### config.mk
export PLATFORM = sky130hd
export DESIGN_NAME = scaled_glyph_text_rasterizer_flat
export DESIGN_NICKNAME = d
export VERILOG_FILES = /design/src/rtl/sgtr_pkg.sv /design/src/rtl/sgtr_in_if.sv /design/src/rtl/sgtr_out_if.sv /design/src/rtl/sgtr_sat_add.sv /design/src/rtl/sgtr_seq.sv /design/src/rtl/scaled_glyph_text_rasterizer.sv /design/src/flat_wrapper.sv
export SDC_FILE = /design/constraint.sdc
export NUM_CORES = 1
export LEC_CHECK = 0
export ABC_AREA = 1
export BUFFER_PORTS_ARGS = -buffer_cell sky130_fd_sc_hd__clkbuf_2
export CORE_ASPECT_RATIO = 1.25
export CORE_MARGIN = 2
export CORE_UTILIZATION = 45
export DETAILED_ROUTE_END_ITERATION = 8
export GPL_ROUTABILITY_DRIVEN = 0
export PLACE_DENSITY = 0.65
export RECOVER_POWER = 25
export SETUP_SLACK_MARGIN = 0.05
export SYNTH_ARGS = -nofsm -noshare
export SYNTH_HDL_FRONTEND = slang
export SYNTH_MEMORY_MAX_BITS = 65536
export SYNTH_SLANG_ARGS = --single-unit
### constraint.sdc
create_clock -name clk -period 5.25 [get_ports clk]
set_clock_uncertainty 0.1 [all_clocks]
set_input_delay 1.05 -clock clk [delete_from_list [all_inputs] [get_ports clk]]
set_output_delay 1.05 -clock clk [all_outputs]
set_load 0.1 [all_outputs]
### src/rtl/sgtr_pkg.sv
// ----------------------------------------------------------------------------
// Glyph rasterizer package
// Shared widths, sequencer types and the 5x7 font ROM.
// ----------------------------------------------------------------------------
package sgtr_pkg;

  localparam int CODE_W  = 8;
  localparam int INK_W   = 24;
  localparam int SCALE_W = 6;
  localparam int ADV_W   = SCALE_W + 3;
  localparam int ROWS    = 7;
  localparam int COLS    = 5;
  localparam int DOTS    = ROWS * COLS;
  localparam int ROW_W   = $clog2(ROWS);
  localparam int COL_W   = $clog2(COLS);

  typedef logic [DOTS-1:0] dot_mask_t;
  typedef logic [0:ROWS-1][COLS-1:0] glyph_rows_t;

  typedef enum logic [1:0] {
    ST_IDLE,
    ST_SCAN,
    ST_ROW,
    ST_ADV
  } seq_state_t;

  typedef enum logic [1:0] {
    OP_COL,
    OP_ROW,
    OP_CUR
  } add_op_t;

  typedef struct packed {
    logic accept;
    logic skip;
    logic slot_free;
  } seq_stat_t;

  typedef struct packed {
    logic    in_ready;
    logic    step;
    add_op_t op;
    logic    row_adv;
    logic    cursor_upd;
  } seq_ctrl_t;

  function automatic glyph_rows_t font_rows(input logic [CODE_W-1:0] code);
    glyph_rows_t r;
    case (code)
      "0": r = {5'h1E, 5'h11, 5'h13, 5'h15, 5'h19, 5'h11, 5'h1E};
      "1": r = {5'h04, 5'h0C, 5'h14, 5'h04, 5'h04, 5'h04, 5'h1F};
      "2": r = {5'h1E, 5'h01, 5'h01, 5'h1E, 5'h10, 5'h10, 5'h1F};
      "3": r = {5'h1E, 5'h01, 5'h01, 5'h0E, 5'h01, 5'h01, 5'h1E};
      "4": r = {5'h02, 5'h06, 5'h0A, 5'h12, 5'h1F, 5'h02, 5'h02};
      "5": r = {5'h1F, 5'h10, 5'h10, 5'h1E, 5'h01, 5'h01, 5'h1E};
      "6": r = {5'h0E, 5'h10, 5'h10, 5'h1E, 5'h11, 5'h11, 5'h1E};
      "7": r = {5'h1F, 5'h01, 5'h02, 5'h04, 5'h08, 5'h08, 5'h08};
      "8": r = {5'h1E, 5'h11, 5'h11, 5'h1E, 5'h11, 5'h11, 5'h1E};
      "9": r = {5'h1E, 5'h11, 5'h11, 5'h1F, 5'h01, 5'h01, 5'h1E};
      "P": r = {5'h1E, 5'h11, 5'h11, 5'h1E, 5'h10, 5'h10, 5'h10};
      "A": r = {5'h0E, 5'h11, 5'h11, 5'h1F, 5'h11, 5'h11, 5'h11};
      "I": r = {5'h0E, 5'h04, 5'h04, 5'h04, 5'h04, 5'h04, 5'h0E};
      "L": r = {5'h10, 5'h10, 5'h10, 5'h10, 5'h10, 5'h10, 5'h1F};
      "U": r = {5'h11, 5'h11, 5'h11, 5'h11, 5'h11, 5'h11, 5'h1E};
      "S": r = {5'h0F, 5'h10, 5'h10, 5'h0E, 5'h01, 5'h01, 5'h1E};
      "E": r = {5'h1F, 5'h10, 5'h10, 5'h1E, 5'h10, 5'h10, 5'h1F};
      "R": r = {5'h1E, 5'h11, 5'h11, 5'h1E, 5'h12, 5'h11, 5'h11};
      "G": r = {5'h0E, 5'h10, 5'h10, 5'h17, 5'h11, 5'h11, 5'h0E};
      "M": r = {5'h11, 5'h1B, 5'h15, 5'h11, 5'h11, 5'h11, 5'h11};
      "O": r = {5'h0E, 5'h11, 5'h11, 5'h11, 5'h11, 5'h11, 5'h0E};
      "V": r = {5'h11, 5'h11, 5'h11, 5'h11, 5'h0A, 5'h0A, 5'h04};
      "W": r = {5'h11, 5'h11, 5'h11, 5'h15, 5'h15, 5'h1B, 5'h11};
      "D": r = {5'h1E, 5'h11, 5'h11, 5'h11, 5'h11, 5'h11, 5'h1E};
      "J": r = {5'h01, 5'h01, 5'h01, 5'h01, 5'h11, 5'h11, 5'h0E};
      "K": r = {5'h11, 5'h12, 5'h14, 5'h18, 5'h14, 5'h12, 5'h11};
      "/": r = {5'h01, 5'h02, 5'h04, 5'h08, 5'h10, 5'h00, 5'h00};
      "Q": r = {5'h0E, 5'h11, 5'h11, 5'h11, 5'h15, 5'h12, 5'h0D};
      ":": r = {5'h00, 5'h04, 5'h00, 5'h00, 5'h00, 5'h04, 5'h00};
      default: r = '0;
    endcase
    return r;
  endfunction

  // Dot (row, col) lands at bit row*COLS + col; column 0 is the row's MSB.
  function automatic dot_mask_t font_mask(input logic [CODE_W-1:0] code);
    glyph_rows_t r;
    dot_mask_t   m;
    r = font_rows(code);
    for (int row = 0; row < ROWS; row++) begin
      for (int col = 0; col < COLS; col++) begin
        m[row*COLS + col] = r[row][COLS-1-col];
      end
    end
    return m;
  endfunction

endpackage

### src/rtl/sgtr_in_if.sv
// ----------------------------------------------------------------------------
// Character input channel
// Valid/ready channel carrying one text character per transaction.
// ----------------------------------------------------------------------------
interface sgtr_in_if #(
  parameter int COORD_BITS = 16
);
  import sgtr_pkg::*;

  logic                  valid;
  logic                  ready;
  logic [CODE_W-1:0]     char_code;
  logic                  first_of_text;
  logic [COORD_BITS-1:0] origin_x;
  logic [COORD_BITS-1:0] origin_y;
  logic [INK_W-1:0]      ink_color;
  logic [SCALE_W-1:0]    pixel_scale;

  modport source (
    output valid, char_code, first_of_text, origin_x, origin_y, ink_color, pixel_scale,
    input  ready
  );

  modport sink (
    input  valid, char_code, first_of_text, origin_x, origin_y, ink_color, pixel_scale,
    output ready
  );

endinterface

### src/rtl/sgtr_out_if.sv
// ----------------------------------------------------------------------------
// Square fill output channel
// Valid/ready channel carrying one square fill command per transaction.
// ----------------------------------------------------------------------------
interface sgtr_out_if #(
  parameter int COORD_BITS = 16
);
  import sgtr_pkg::*;

  logic                  valid;
  logic                  ready;
  logic [COORD_BITS-1:0] rect_x;
  logic [COORD_BITS-1:0] rect_y;
  logic [SCALE_W-1:0]    rect_side;
  logic [INK_W-1:0]      rect_color;
  logic                  last_of_char;

  modport source (
    output valid, rect_x, rect_y, rect_side, rect_color, last_of_char,
    input  ready
  );

  modport sink (
    input  valid, rect_x, rect_y, rect_side, rect_color, last_of_char,
    output ready
  );

endinterface

### src/rtl/sgtr_sat_add.sv
// ----------------------------------------------------------------------------
// Saturating coordinate adder
// Adds a small step to a coordinate and clamps the sum at full scale.
// ----------------------------------------------------------------------------
module sgtr_sat_add #(
  parameter int COORD_BITS = 16
) (
  input  logic [COORD_BITS-1:0]    a,
  input  logic [sgtr_pkg::ADV_W-1:0] b,
  output logic [COORD_BITS-1:0]    sum
);
  import sgtr_pkg::*;

  localparam int SUM_W = COORD_BITS + ADV_W + 1;

  logic [SUM_W-1:0] wide;

  assign wide = SUM_W'(a) + SUM_W'(b);
  assign sum  = (|wide[SUM_W-1:COORD_BITS]) ? '1 : wide[COORD_BITS-1:0];

endmodule

### src/rtl/sgtr_seq.sv
// ----------------------------------------------------------------------------
// Glyph scan sequencer
// Walks the 7x5 dot grid and schedules the shared adder.
// ----------------------------------------------------------------------------
module sgtr_seq (
  input  logic                clk,
  input  logic                rst_n,
  input  sgtr_pkg::seq_stat_t stat,
  output sgtr_pkg::seq_ctrl_t ctrl
);
  import sgtr_pkg::*;

  seq_state_t       state_r, state_nxt;
  logic [ROW_W-1:0] row_r, row_nxt;
  logic [COL_W-1:0] col_r, col_nxt;
  logic             col_last;
  logic             row_last;

  assign col_last = (col_r == COL_W'(COLS - 1));
  assign row_last = (row_r == ROW_W'(ROWS - 1));

  always_comb begin
    state_nxt = state_r;
    case (state_r)
      ST_IDLE: begin
        if (stat.accept) begin
          state_nxt = stat.skip ? ST_ADV : ST_SCAN;
        end
      end
      ST_SCAN: begin
        if (stat.slot_free && col_last) begin
          state_nxt = row_last ? ST_ADV : ST_ROW;
        end
      end
      ST_ROW:  state_nxt = ST_SCAN;
      ST_ADV:  state_nxt = ST_IDLE;
      default: state_nxt = ST_IDLE;
    endcase
  end

  always_comb begin
    ctrl = '0;
    ctrl.op = OP_COL;
    case (state_r)
      ST_IDLE: ctrl.in_ready = 1'b1;
      ST_SCAN: ctrl.step = stat.slot_free;
      ST_ROW: begin
        ctrl.op      = OP_ROW;
        ctrl.row_adv = 1'b1;
      end
      ST_ADV: begin
        ctrl.op         = OP_CUR;
        ctrl.cursor_upd = 1'b1;
      end
      default: ctrl = '0;
    endcase
  end

  always_comb begin
    row_nxt = row_r;
    col_nxt = col_r;
    if (stat.accept) begin
      row_nxt = '0;
      col_nxt = '0;
    end else if (ctrl.step) begin
      col_nxt = col_last ? '0 : col_r + COL_W'(1);
    end else if (ctrl.row_adv) begin
      row_nxt = row_r + ROW_W'(1);
    end
  end

  always_ff @(posedge clk) begin
    if (!rst_n) begin
      state_r <= ST_IDLE;
      row_r   <= '0;
      col_r   <= '0;
    end else begin
      state_r <= state_nxt;
      row_r   <= row_nxt;
      col_r   <= col_nxt;
    end
  end

endmodule

### src/rtl/scaled_glyph_text_rasterizer.sv
// ----------------------------------------------------------------------------
// Scaled glyph text rasterizer
// Turns text characters into square fill commands from a 5x7 font.
// ----------------------------------------------------------------------------
// Each input transaction carries one character with its origin, ink color,
// dot scale and a flag that starts a new string. The block looks the code up
// in its font ROM and emits one square per set dot, row by row and left to
// right, on the output channel; last_of_char marks the final square.
// Unknown codes, the space and scale zero emit nothing but still move the
// cursor, which then advances by six dots.
// A character that draws dots passes through the accepting cycle, 35 dot
// steps and 6 row steps through the single saturating adder, then one
// cursor update; a character that draws nothing goes from the accepting
// cycle straight to the cursor update.
// The input is not ready until the cursor update is done. A stalled
// output holds its square and freezes the dot scan until the square is
// taken. Reset clears the cursor to zero and empties the output register.
// ----------------------------------------------------------------------------
module scaled_glyph_text_rasterizer #(
  parameter int COORD_BITS = 16
) (
  input logic         clk,
  input logic         rst_n,
  sgtr_in_if.sink     in_ch,
  sgtr_out_if.source  out_ch
);
  import sgtr_pkg::*;

  seq_stat_t stat;
  seq_ctrl_t ctrl;

  logic [COORD_BITS-1:0] cursor_r, cursor_nxt;
  logic [COORD_BITS-1:0] x_acc_r, x_acc_nxt;
  logic [COORD_BITS-1:0] y_acc_r, y_acc_nxt;
  dot_mask_t             rem_r, rem_nxt;
  logic [SCALE_W-1:0]    side_r;
  logic [INK_W-1:0]      color_r;

  logic                  out_valid_r, out_valid_nxt;
  logic [COORD_BITS-1:0] out_x_r, out_y_r;
  logic [SCALE_W-1:0]    out_side_r;
  logic [INK_W-1:0]      out_color_r;
  logic                  out_last_r;

  logic [COORD_BITS-1:0] add_a;
  logic [ADV_W-1:0]      add_b;
  logic [COORD_BITS-1:0] add_sum;
  logic [ADV_W-1:0]      advance;
  logic [COORD_BITS-1:0] start_x;
  dot_mask_t             glyph_mask;
  logic                  emit;

  assign stat.accept    = in_ch.valid && ctrl.in_ready;
  assign stat.slot_free = !out_valid_r || out_ch.ready;
  assign glyph_mask     = font_mask(in_ch.char_code);
  assign stat.skip      = (glyph_mask == '0) || (in_ch.pixel_scale == '0);

  sgtr_seq u_seq (
    .clk   (clk),
    .rst_n (rst_n),
    .stat  (stat),
    .ctrl  (ctrl)
  );

  assign advance = (ADV_W'(side_r) << 2) + (ADV_W'(side_r) << 1);

  always_comb begin
    case (ctrl.op)
      OP_COL: begin
        add_a = x_acc_r;
        add_b = ADV_W'(side_r);
      end
      OP_ROW: begin
        add_a = y_acc_r;
        add_b = ADV_W'(side_r);
      end
      OP_CUR: begin
        add_a = cursor_r;
        add_b = advance;
      end
      default: begin
        add_a = x_acc_r;
        add_b = '0;
      end
    endcase
  end

  sgtr_sat_add #(
    .COORD_BITS (COORD_BITS)
  ) u_add (
    .a   (add_a),
    .b   (add_b),
    .sum (add_sum)
  );

  assign start_x = in_ch.first_of_text ? in_ch.origin_x : cursor_r;
  assign emit    = ctrl.step && rem_r[0];

  always_comb begin
    cursor_nxt    = cursor_r;
    x_acc_nxt     = x_acc_r;
    y_acc_nxt     = y_acc_r;
    rem_nxt       = rem_r;
    out_valid_nxt = out_valid_r && !out_ch.ready;
    if (stat.accept) begin
      cursor_nxt = start_x;
      x_acc_nxt  = start_x;
      y_acc_nxt  = in_ch.origin_y;
      rem_nxt    = (in_ch.pixel_scale == '0) ? '0 : glyph_mask;
    end
    if (ctrl.step) begin
      x_acc_nxt = add_sum;
      rem_nxt   = rem_r >> 1;
    end
    if (ctrl.row_adv) begin
      y_acc_nxt = add_sum;
      x_acc_nxt = cursor_r;
    end
    if (ctrl.cursor_upd) begin
      cursor_nxt = add_sum;
    end
    if (emit) begin
      out_valid_nxt = 1'b1;
    end
  end

  always_ff @(posedge clk) begin
    if (!rst_n) begin
      cursor_r    <= '0;
      out_valid_r <= 1'b0;
    end else begin
      cursor_r    <= cursor_nxt;
      out_valid_r <= out_valid_nxt;
    end
  end

  always_ff @(posedge clk) begin
    x_acc_r <= x_acc_nxt;
    y_acc_r <= y_acc_nxt;
    rem_r   <= rem_nxt;
    if (stat.accept) begin
      side_r  <= in_ch.pixel_scale;
      color_r <= in_ch.ink_color;
    end
    if (emit) begin
      out_x_r     <= x_acc_r;
      out_y_r     <= y_acc_r;
      out_side_r  <= side_r;
      out_color_r <= color_r;
      out_last_r  <= (rem_r[DOTS-1:1] == '0);
    end
  end

  assign in_ch.ready         = ctrl.in_ready;
  assign out_ch.valid        = out_valid_r;
  assign out_ch.rect_x       = out_x_r;
  assign out_ch.rect_y       = out_y_r;
  assign out_ch.rect_side    = out_side_r;
  assign out_ch.rect_color   = out_color_r;
  assign out_ch.last_of_char = out_last_r;

  a_busy_after_accept: assert property (
    @(posedge clk) disable iff (!rst_n)
    stat.accept |=> !in_ch.ready
  ) else $error("Input stayed ready after a transaction was accepted.");

  a_no_overwrite: assert property (
    @(posedge clk) disable iff (!rst_n)
    ctrl.step |-> (!out_valid_r || out_ch.ready)
  ) else $error("Dot scan advanced while a square was still waiting.");

  a_scan_drained: assert property (
    @(posedge clk) disable iff (!rst_n)
    ctrl.cursor_upd |-> (rem_r == '0)
  ) else $error("Cursor advanced before all dots of the glyph were scanned.");

  a_cursor_hold: assert property (
    @(posedge clk) disable iff (!rst_n)
    (!stat.accept && !ctrl.cursor_upd) |=> $stable(cursor_r)
  ) else $error("Cursor changed outside of a load or an advance.");

endmodule
### src/flat_wrapper.sv
// flat-port wrapper written by rule: the top's interface ports become plain ports
module scaled_glyph_text_rasterizer_flat import sgtr_pkg::*;
#(
  parameter int COORD_BITS = 16
)
  (clk, rst_n, in_ch_valid, in_ch_char_code, in_ch_first_of_text, in_ch_origin_x, in_ch_origin_y, in_ch_ink_color, in_ch_pixel_scale, in_ch_ready, out_ch_valid, out_ch_rect_x, out_ch_rect_y, out_ch_rect_side, out_ch_rect_color, out_ch_last_of_char, out_ch_ready);
  sgtr_in_if #(.COORD_BITS(COORD_BITS)) in_ch_i ();
  sgtr_out_if #(.COORD_BITS(COORD_BITS)) out_ch_i ();
  input logic clk;
  input logic rst_n;
  input wire logic [$bits(in_ch_i.valid)-1:0] in_ch_valid;
  input wire logic [$bits(in_ch_i.char_code)-1:0] in_ch_char_code;
  input wire logic [$bits(in_ch_i.first_of_text)-1:0] in_ch_first_of_text;
  input wire logic [$bits(in_ch_i.origin_x)-1:0] in_ch_origin_x;
  input wire logic [$bits(in_ch_i.origin_y)-1:0] in_ch_origin_y;
  input wire logic [$bits(in_ch_i.ink_color)-1:0] in_ch_ink_color;
  input wire logic [$bits(in_ch_i.pixel_scale)-1:0] in_ch_pixel_scale;
  output wire logic [$bits(in_ch_i.ready)-1:0] in_ch_ready;
  output wire logic [$bits(out_ch_i.valid)-1:0] out_ch_valid;
  output wire logic [$bits(out_ch_i.rect_x)-1:0] out_ch_rect_x;
  output wire logic [$bits(out_ch_i.rect_y)-1:0] out_ch_rect_y;
  output wire logic [$bits(out_ch_i.rect_side)-1:0] out_ch_rect_side;
  output wire logic [$bits(out_ch_i.rect_color)-1:0] out_ch_rect_color;
  output wire logic [$bits(out_ch_i.last_of_char)-1:0] out_ch_last_of_char;
  input wire logic [$bits(out_ch_i.ready)-1:0] out_ch_ready;
  assign in_ch_i.valid = in_ch_valid;
  assign in_ch_i.char_code = in_ch_char_code;
  assign in_ch_i.first_of_text = in_ch_first_of_text;
  assign in_ch_i.origin_x = in_ch_origin_x;
  assign in_ch_i.origin_y = in_ch_origin_y;
  assign in_ch_i.ink_color = in_ch_ink_color;
  assign in_ch_i.pixel_scale = in_ch_pixel_scale;
  assign in_ch_ready = in_ch_i.ready;
  assign out_ch_valid = out_ch_i.valid;
  assign out_ch_rect_x = out_ch_i.rect_x;
  assign out_ch_rect_y = out_ch_i.rect_y;
  assign out_ch_rect_side = out_ch_i.rect_side;
  assign out_ch_rect_color = out_ch_i.rect_color;
  assign out_ch_last_of_char = out_ch_i.last_of_char;
  assign out_ch_i.ready = out_ch_ready;
  scaled_glyph_text_rasterizer #(.COORD_BITS(COORD_BITS)) u_core (.clk(clk), .rst_n(rst_n), .in_ch(in_ch_i), .out_ch(out_ch_i));
endmodule
* Word-level counts from Yosys, hierarchy flattened *
Memory sizes are Yosys's and may differ from the RTL's.
Index checks and enable logic that the tools add are counted.

storage, ports and cells
  flip-flop bits (word level) = 185
  latch bits = 0
  bits in writable memories = 0
  bits in read-only memories = 4480
  bits of input ports = 75
  output and inout bits = 65
  memories kept = 1

memories
  name              words  bits a word  read ports  clocked after memory_dff  write ports  RTL line        text
  (name not given)  128    35           1           0                         0            sgtr_pkg.sv:49  case (code)

operators by class
  add/subtract/negate cells = 4
  $mul = 0
  div/mod/pow operators = 0
  order comparisons = 0
  eq/ne operators = 9
  shift operators = 0
  mux-type cells = 26
  bitwise logic cells = 2
  reductions and logical operators = 22

operator list
  operator             number
  $mux 16              8
  $mux 35              2
  $mux 34              2
  $logic_not 35->1     1
  $logic_not 34->1     1
  $pmux 16 s2          1
  $pmux 9 s2           1
  $add 16x9->17        1
  $reduce_or 10->1     1
  $add 8x7->9          1
  $pmux 2 s4           1
  $add 3x1->3 const B  2
  $eq 2x2->1 const B   3
  $eq 3x3->1 const B   2
  $logic_not 6->1      1
  $mux 1               6
  $mux 2               3
  $reduce_bool 2->1    3
  $eq 2x1->1 const B   2
  $logic_and 1x1->1    4
  $logic_not 2->1      2
  $pmux 2 s2           1
  $reduce_and 2->1     2
  $reduce_or 2->1      2
  7 further kinds      10

* Logic depth before layout (Yosys ltp) *
  word-level depth = 10
  mapped depth = 21
  mapped depth without buffers = 21

* Cells and area by module *
From an unflattened synthesis, not the netlist that was laid out.

second synthesis, totals
  cells, all modules = 1219
  area total of the unflattened synthesis = 10209.8 um^2

modules (own cells, without submodules)
  module                        times used  cells each  area each (um^2)
  scaled_glyph_text_rasterizer  1           975         8818.5
  sgtr_sat_add                  1           174         920.9
  sgtr_seq                      1           70          470.5

* Worst setup path after synthesis *
No wires, ideal clock.

  path type = input-to-reg
  start point = input port out_ch_ready
  end point = register u_core.out_last_r (netlist: u_core.out_ch.last_of_char) (enable)
  arrival = 4.172 ns
  data required time = 4.664 ns
  setup slack = 0.492 ns
  cell stages on the path = 4
  path buffers = 0
  path through = nor2_1 nor3_2 inv_2 nor2_1

on the way
  cells in the longest elaborated chain, start to end = 3

RTL lines
  what                  RTL line                             text
  start, declared       flat_wrapper.sv:25                   input wire logic [$bits(out_ch_i.ready)-1:0] out_ch_ready;
  $logic_or 1x1->1      scaled_glyph_text_rasterizer.sv:54   assign stat.slot_free = !out_valid_r || out_ch.ready;
  $mux 1                sgtr_seq.sv:44                       case (state_r)
  $logic_and 1x1->1     scaled_glyph_text_rasterizer.sv:97   assign emit = ctrl.step && rem_r[0];
  via u_core.emit       scaled_glyph_text_rasterizer.sv:51   logic emit;
  end signal, assigned  scaled_glyph_text_rasterizer.sv:150  out_last_r <= (rem_r[DOTS-1:1] == '0);
  end, declared         scaled_glyph_text_rasterizer.sv:43   logic out_last_r;

The timed path passes the listed nets, and every way through them passes these cells.
A chain may end at the register's enable or synchronous reset.

* Worst setup path after layout *
  start point = register u_core.side_r[2]
  end point = register u_core.x_acc_r[14] (data pin)

on the way
  cells in the longest elaborated chain, start to end = 7

RTL lines
  what                      RTL line                             text
  start, declared           scaled_glyph_text_rasterizer.sv:36   logic [SCALE_W-1:0] side_r;
  start signal, assigned    scaled_glyph_text_rasterizer.sv:142  side_r <= in_ch.pixel_scale;
  $add 8x7->9               scaled_glyph_text_rasterizer.sv:65   assign advance = (ADV_W'(side_r) << 2) + (ADV_W'(side_r) << 1);
  $pmux 9 s2 (*)            scaled_glyph_text_rasterizer.sv:68   case (ctrl.op)
  $add 16x9->17 (*)         sgtr_sat_add.sv:18                   assign wide = SUM_W'(a) + SUM_W'(b);
  $reduce_or 10->1          sgtr_sat_add.sv:19                   assign sum = (|wide[SUM_W-1:COORD_BITS]) ? '1 : wide[COORD_BITS-1:0];
  $mux 16 (*)               sgtr_sat_add.sv:19
  $mux 16 (*)               scaled_glyph_text_rasterizer.sv:111  if (ctrl.step) begin
  $mux 16 (*)               scaled_glyph_text_rasterizer.sv:115  if (ctrl.row_adv) begin
  via u_core.x_acc_nxt[14]  scaled_glyph_text_rasterizer.sv:33   logic [COORD_BITS-1:0] x_acc_r, x_acc_nxt;
  end signal, assigned      scaled_glyph_text_rasterizer.sv:138  x_acc_r <= x_acc_nxt;
  end, declared             scaled_glyph_text_rasterizer.sv:33

Mark *: on every way through the listed nets, which the timed path passes. The rest lies on a longest branch.

==> metrics.md <==
| Metric | Value |
|---|---|
| CTS Buf Count | 17 |
| R2R Path Start | u_core.side_r[2] |
| Placed cell count | 1495 |
| Dpl cell area | approximately 0.011 mm^2 |
| CP Launch Type | flip-flop |
| DR iter-0 viols | between 700 and 800 |
| Reg2Reg Depth | 19 |
| Endpoints failing hold | 0 |
| Post_cts resized | 0 |
| Max-cap violations | 0 |
| Critical path arrival | just under 4 ns |
| Min-Delay Path Depth | 0 |
| Min cycle time layout | approximately 3.8 ns |
| Via count | roughly 8.4k |
| Worst Setup End Kind | flip-flop |
| Vias in the first global route | 8116 |
| Synth Register Bits | around 190 |
| Setup violations, final | 0 |
| Worst EP required | 5.33 ns |
| Cells after Synth | 1114 |
| DRC violation count after routing | 0 |
| Fin crit share | between 70% and 80% |
| Core area | 0.02147 mm^2 |
| Worst-path clk slew | roughly 0.080 ns |
| WS Path Type | reg2reg |
| Synth Warn # | 0 |
| Hold Crit Class | reg2reg |
| Avg Vias per Cell | roughly 5.5 |
| Grt total ovfl | 0 |
| Initial antenna violation count | 0 |
| Area leader, netlist | edfxtp_1 |
| Diodes inserted | 0 |
| Drt pass-1 iters | 5 |
| Routed len/inst | 17.12 um |
| Leak | between 4 and 5 nW |
| Reg2reg setup slack | around 1.4 ns |
| Clock sink count | 185 |
| Critical path fanouts, max | 27 |
| Fillers | about 2.0k |
| # Post-CTS Setup Buffers | 0 |
| Deepest clock path buffer count | 2 |
| I/O pin count | 140 |
| Final Power | about 4.5 mW |
| Row count | 60 |
| Pin slew with the least headroom to its limit | around 1.2 ns |
| Seq/Total Area, Yosys | a little over half |
| Initial Utilization | between 40 and 50% |
| Final ANT Viol Nets | 0 |
| Nets | roughly 1.3k |
| Hold Path End | u_core.out_ch.rect_color[6] |
| Slew Viols, Final | 0 |
| Synth Cell Area | approximately 0.0098 mm^2 |
| WHS | between 0.3 and 0.4 ns |
| Worst slack, placed | between 1 and 1.5 ns |
| Input/output buffers | around 140 |
| Pwr/cell area | between 300 and 400 mW/mm^2 |
| DIE WIDTH | around 140 um |
| H-tree Lvls | 4 |
| Area Overhead vs Synth | 15.65% |
| Die area | approximately 0.023 mm^2 |
| FMAX | between 200 and 300 MHz |
| Synthesized area per cell | 8.804 um^2 |
| Post-synth top area share | 48.68% |
| Synth top area cells | edfxtp_1 (49%), nand2_1 (11%), dfxtp_1 (5.3%), nor2_1 (4.1%), a21oi_1 (3.9%) |
| Fin cells | 1527 |
| FF-to-FF End | u_core.x_acc_r[14] |
| Hold buffers post-CTS | 0 |
| Distinct cells, synth | 48 |
| Largest net degree at the start of global routing | 44 |
| Post-DP HPWL | approximately 19000 um |
| Design Area, Final | roughly 0.011 mm^2 |
| Worst skew pair latency | about 0.44 ns |
| Hold Startpoint | u_core.color_r[6] |
| Syn Nets | roughly 1.2k |
| Worst setup margin | around 1.4 ns |
| Setup_tns | 0 ns |
| CTS tree | built |
| Root Buffer | clkbuf_16 |
| RSZ-0062 raised after global routing | no |
| Worst vdd ir | approximately 0.23 mV |
| Worst relative slew slack | between 20% and 30% |
| Outcome | completed |
| Routed wire length | 26140 um |
| Final core utilization | a little over half |
| Total GRT Usage | 22.81% |
| Die Ht | 169.1 um |
| First-pass GRT wire length | between 40000 and 50000 um |
| Layout cells sized above 1 | 15.63% |
==> flip-flops by register name, indices dropped and copies added (netlist names) <==
| register | flops |
|---|---|
| u_core.cursor_r | 16 |
| u_core.side_r | 6 |
| u_core.u_seq.state_r | 2 |
| u_core.out_ch.last_of_char | 1 |
| u_core.x_acc_r | 16 |
| u_core.out_ch.rect_color | 24 |
| u_core.u_seq.col_r | 3 |
| u_core.out_ch.rect_x | 16 |
| u_core.out_ch.rect_y | 16 |
| u_core.out_ch.valid | 1 |
| u_core.out_ch.rect_side | 6 |
| u_core.color_r | 24 |
| u_core.y_acc_r | 16 |
| u_core.u_seq.row_r | 3 |
| u_core.rem_r | 35 |
==> final cells by class <==
class | instances | area [um^2] | area share [%]
clock buffer | 17 | 425.4 | 3.750
clock inverter | 15 | 187.7 | 1.655
inverter | 102 | 382.9 | 3.375
multi-input combinational | 779 | 3931 | 34.66
sequential | 185 | 5295 | 46.68
tap | 279 | 349.1 | 3.077
timing repair buffer | 150 | 772.0 | 6.806
==> routing by layer <==
layer,vias up,track usage (%),routed length (um)
li1,4075,-,-
met1,3883,27.86,10300
met2,395,39.70,13360
met3,60,2.995,1558
met4,0,10.69,928
met5,-,0,0
==> layout by cell type (no fill, tap or decap), drive strengths merged <==
| cell | instances |
|---|---|
| inv | 109 |
| clkinvlp | 1 |
| a31oi | 21 |
| edfxtp | 159 |
| xnor2 | 4 |
| buf | 11 |
| o2111ai | 1 |
| o32ai | 1 |
| clkbuf | 156 |
| nand3b | 1 |
| a211oi | 2 |
| a21oi | 76 |
| a21o | 3 |
| fa | 2 |
| nor2 | 111 |
| a22o | 4 |
| o22ai | 23 |
| nand4 | 14 |
| o21a | 2 |
| or2 | 8 |
| ha | 27 |
| nor3 | 6 |
| clkinv | 7 |
| o21ai | 75 |
| o311ai | 1 |
| a21boi | 2 |
| xor2 | 6 |
| nand2 | 298 |
| nand3 | 73 |
| o21bai | 1 |
| nor4 | 9 |
| o221ai | 1 |
| mux2i | 2 |
| a32o | 3 |
| o211ai | 2 |
| dfxtp | 26 |
==> worst max-delay path by stage <==
stage	cells past startpoint	from	slack, ns	endpoint
finish	19	u_core.side_r[2]	1.44	u_core.x_acc_r[14]
detailed placement	16	u_core.u_seq.state_r[1]	1.49	u_core.x_acc_r[14]
global route	19	u_core.side_r[2]	1.19	u_core.x_acc_r[3]
global placement	16	u_core.u_seq.state_r[1]	1.53	u_core.x_acc_r[14]
CTS	16	u_core.u_seq.state_r[1]	1.48	u_core.x_acc_r[14]
floorplan	4	out_ch_ready	0.49	u_core.out_ch.last_of_char
==> where the power goes <==
part	switching, mW	internal (mW)
clock network	0.655	0.653
registers	0.0878	1.85
logic	0.926	0.318
==> critical path, cell delays in order (launching register included) <==
cell and delay [ns]:
edfxtp_1 0.47, ha_1 0.40, a21oi_1 0.15, inv_1 0.05, a31oi_1 0.17, nor2_1 0.07
o21ai_0 0.15, nand2_1 0.08, o21ai_0 0.15, a21oi_1 0.06, ha_1 0.34, a21o_1 0.20
nor2_1 0.10, nand2_1 0.09, nand3_1 0.09, nand2_2 0.12, nand3_4 0.30, nand3_1 0.19
o21ai_0 0.16, o21ai_0 0.11
==> synthesized netlist by cell type (all sizes together) <==
cell / n
o221ai: 1
nor2: 111
dfxtp: 26
xor2: 6
nor4: 9
clkbuf: 27
o211ai: 2
inv: 101
nor3: 6
o2111ai: 1
edfxtp: 159
a31oi: 21
a21oi: 76
o21a: 2
fa: 2
clkinv: 1
nand2: 298
a32o: 3
a21boi: 2
o32ai: 1
mux2i: 2
nand4: 14
ha: 27
a21o: 3
a22o: 4
buf: 21
or2: 8
o21ai: 75
a211oi: 2
xnor2: 4
o311ai: 1
o22ai: 23
nand3b: 1
nand3: 73
o21bai: 1
==> cells by family after synthesis <==
logic type	share of synthesized area [%]
simple gates	22.54
mux	0.2041
buf+inv	6.072
xor+xnor	0.8929
fa+ha+maj	3.853
flops	53.99
compound gates	12.45
No activity file was read; power rests on OpenSTA's default activity.
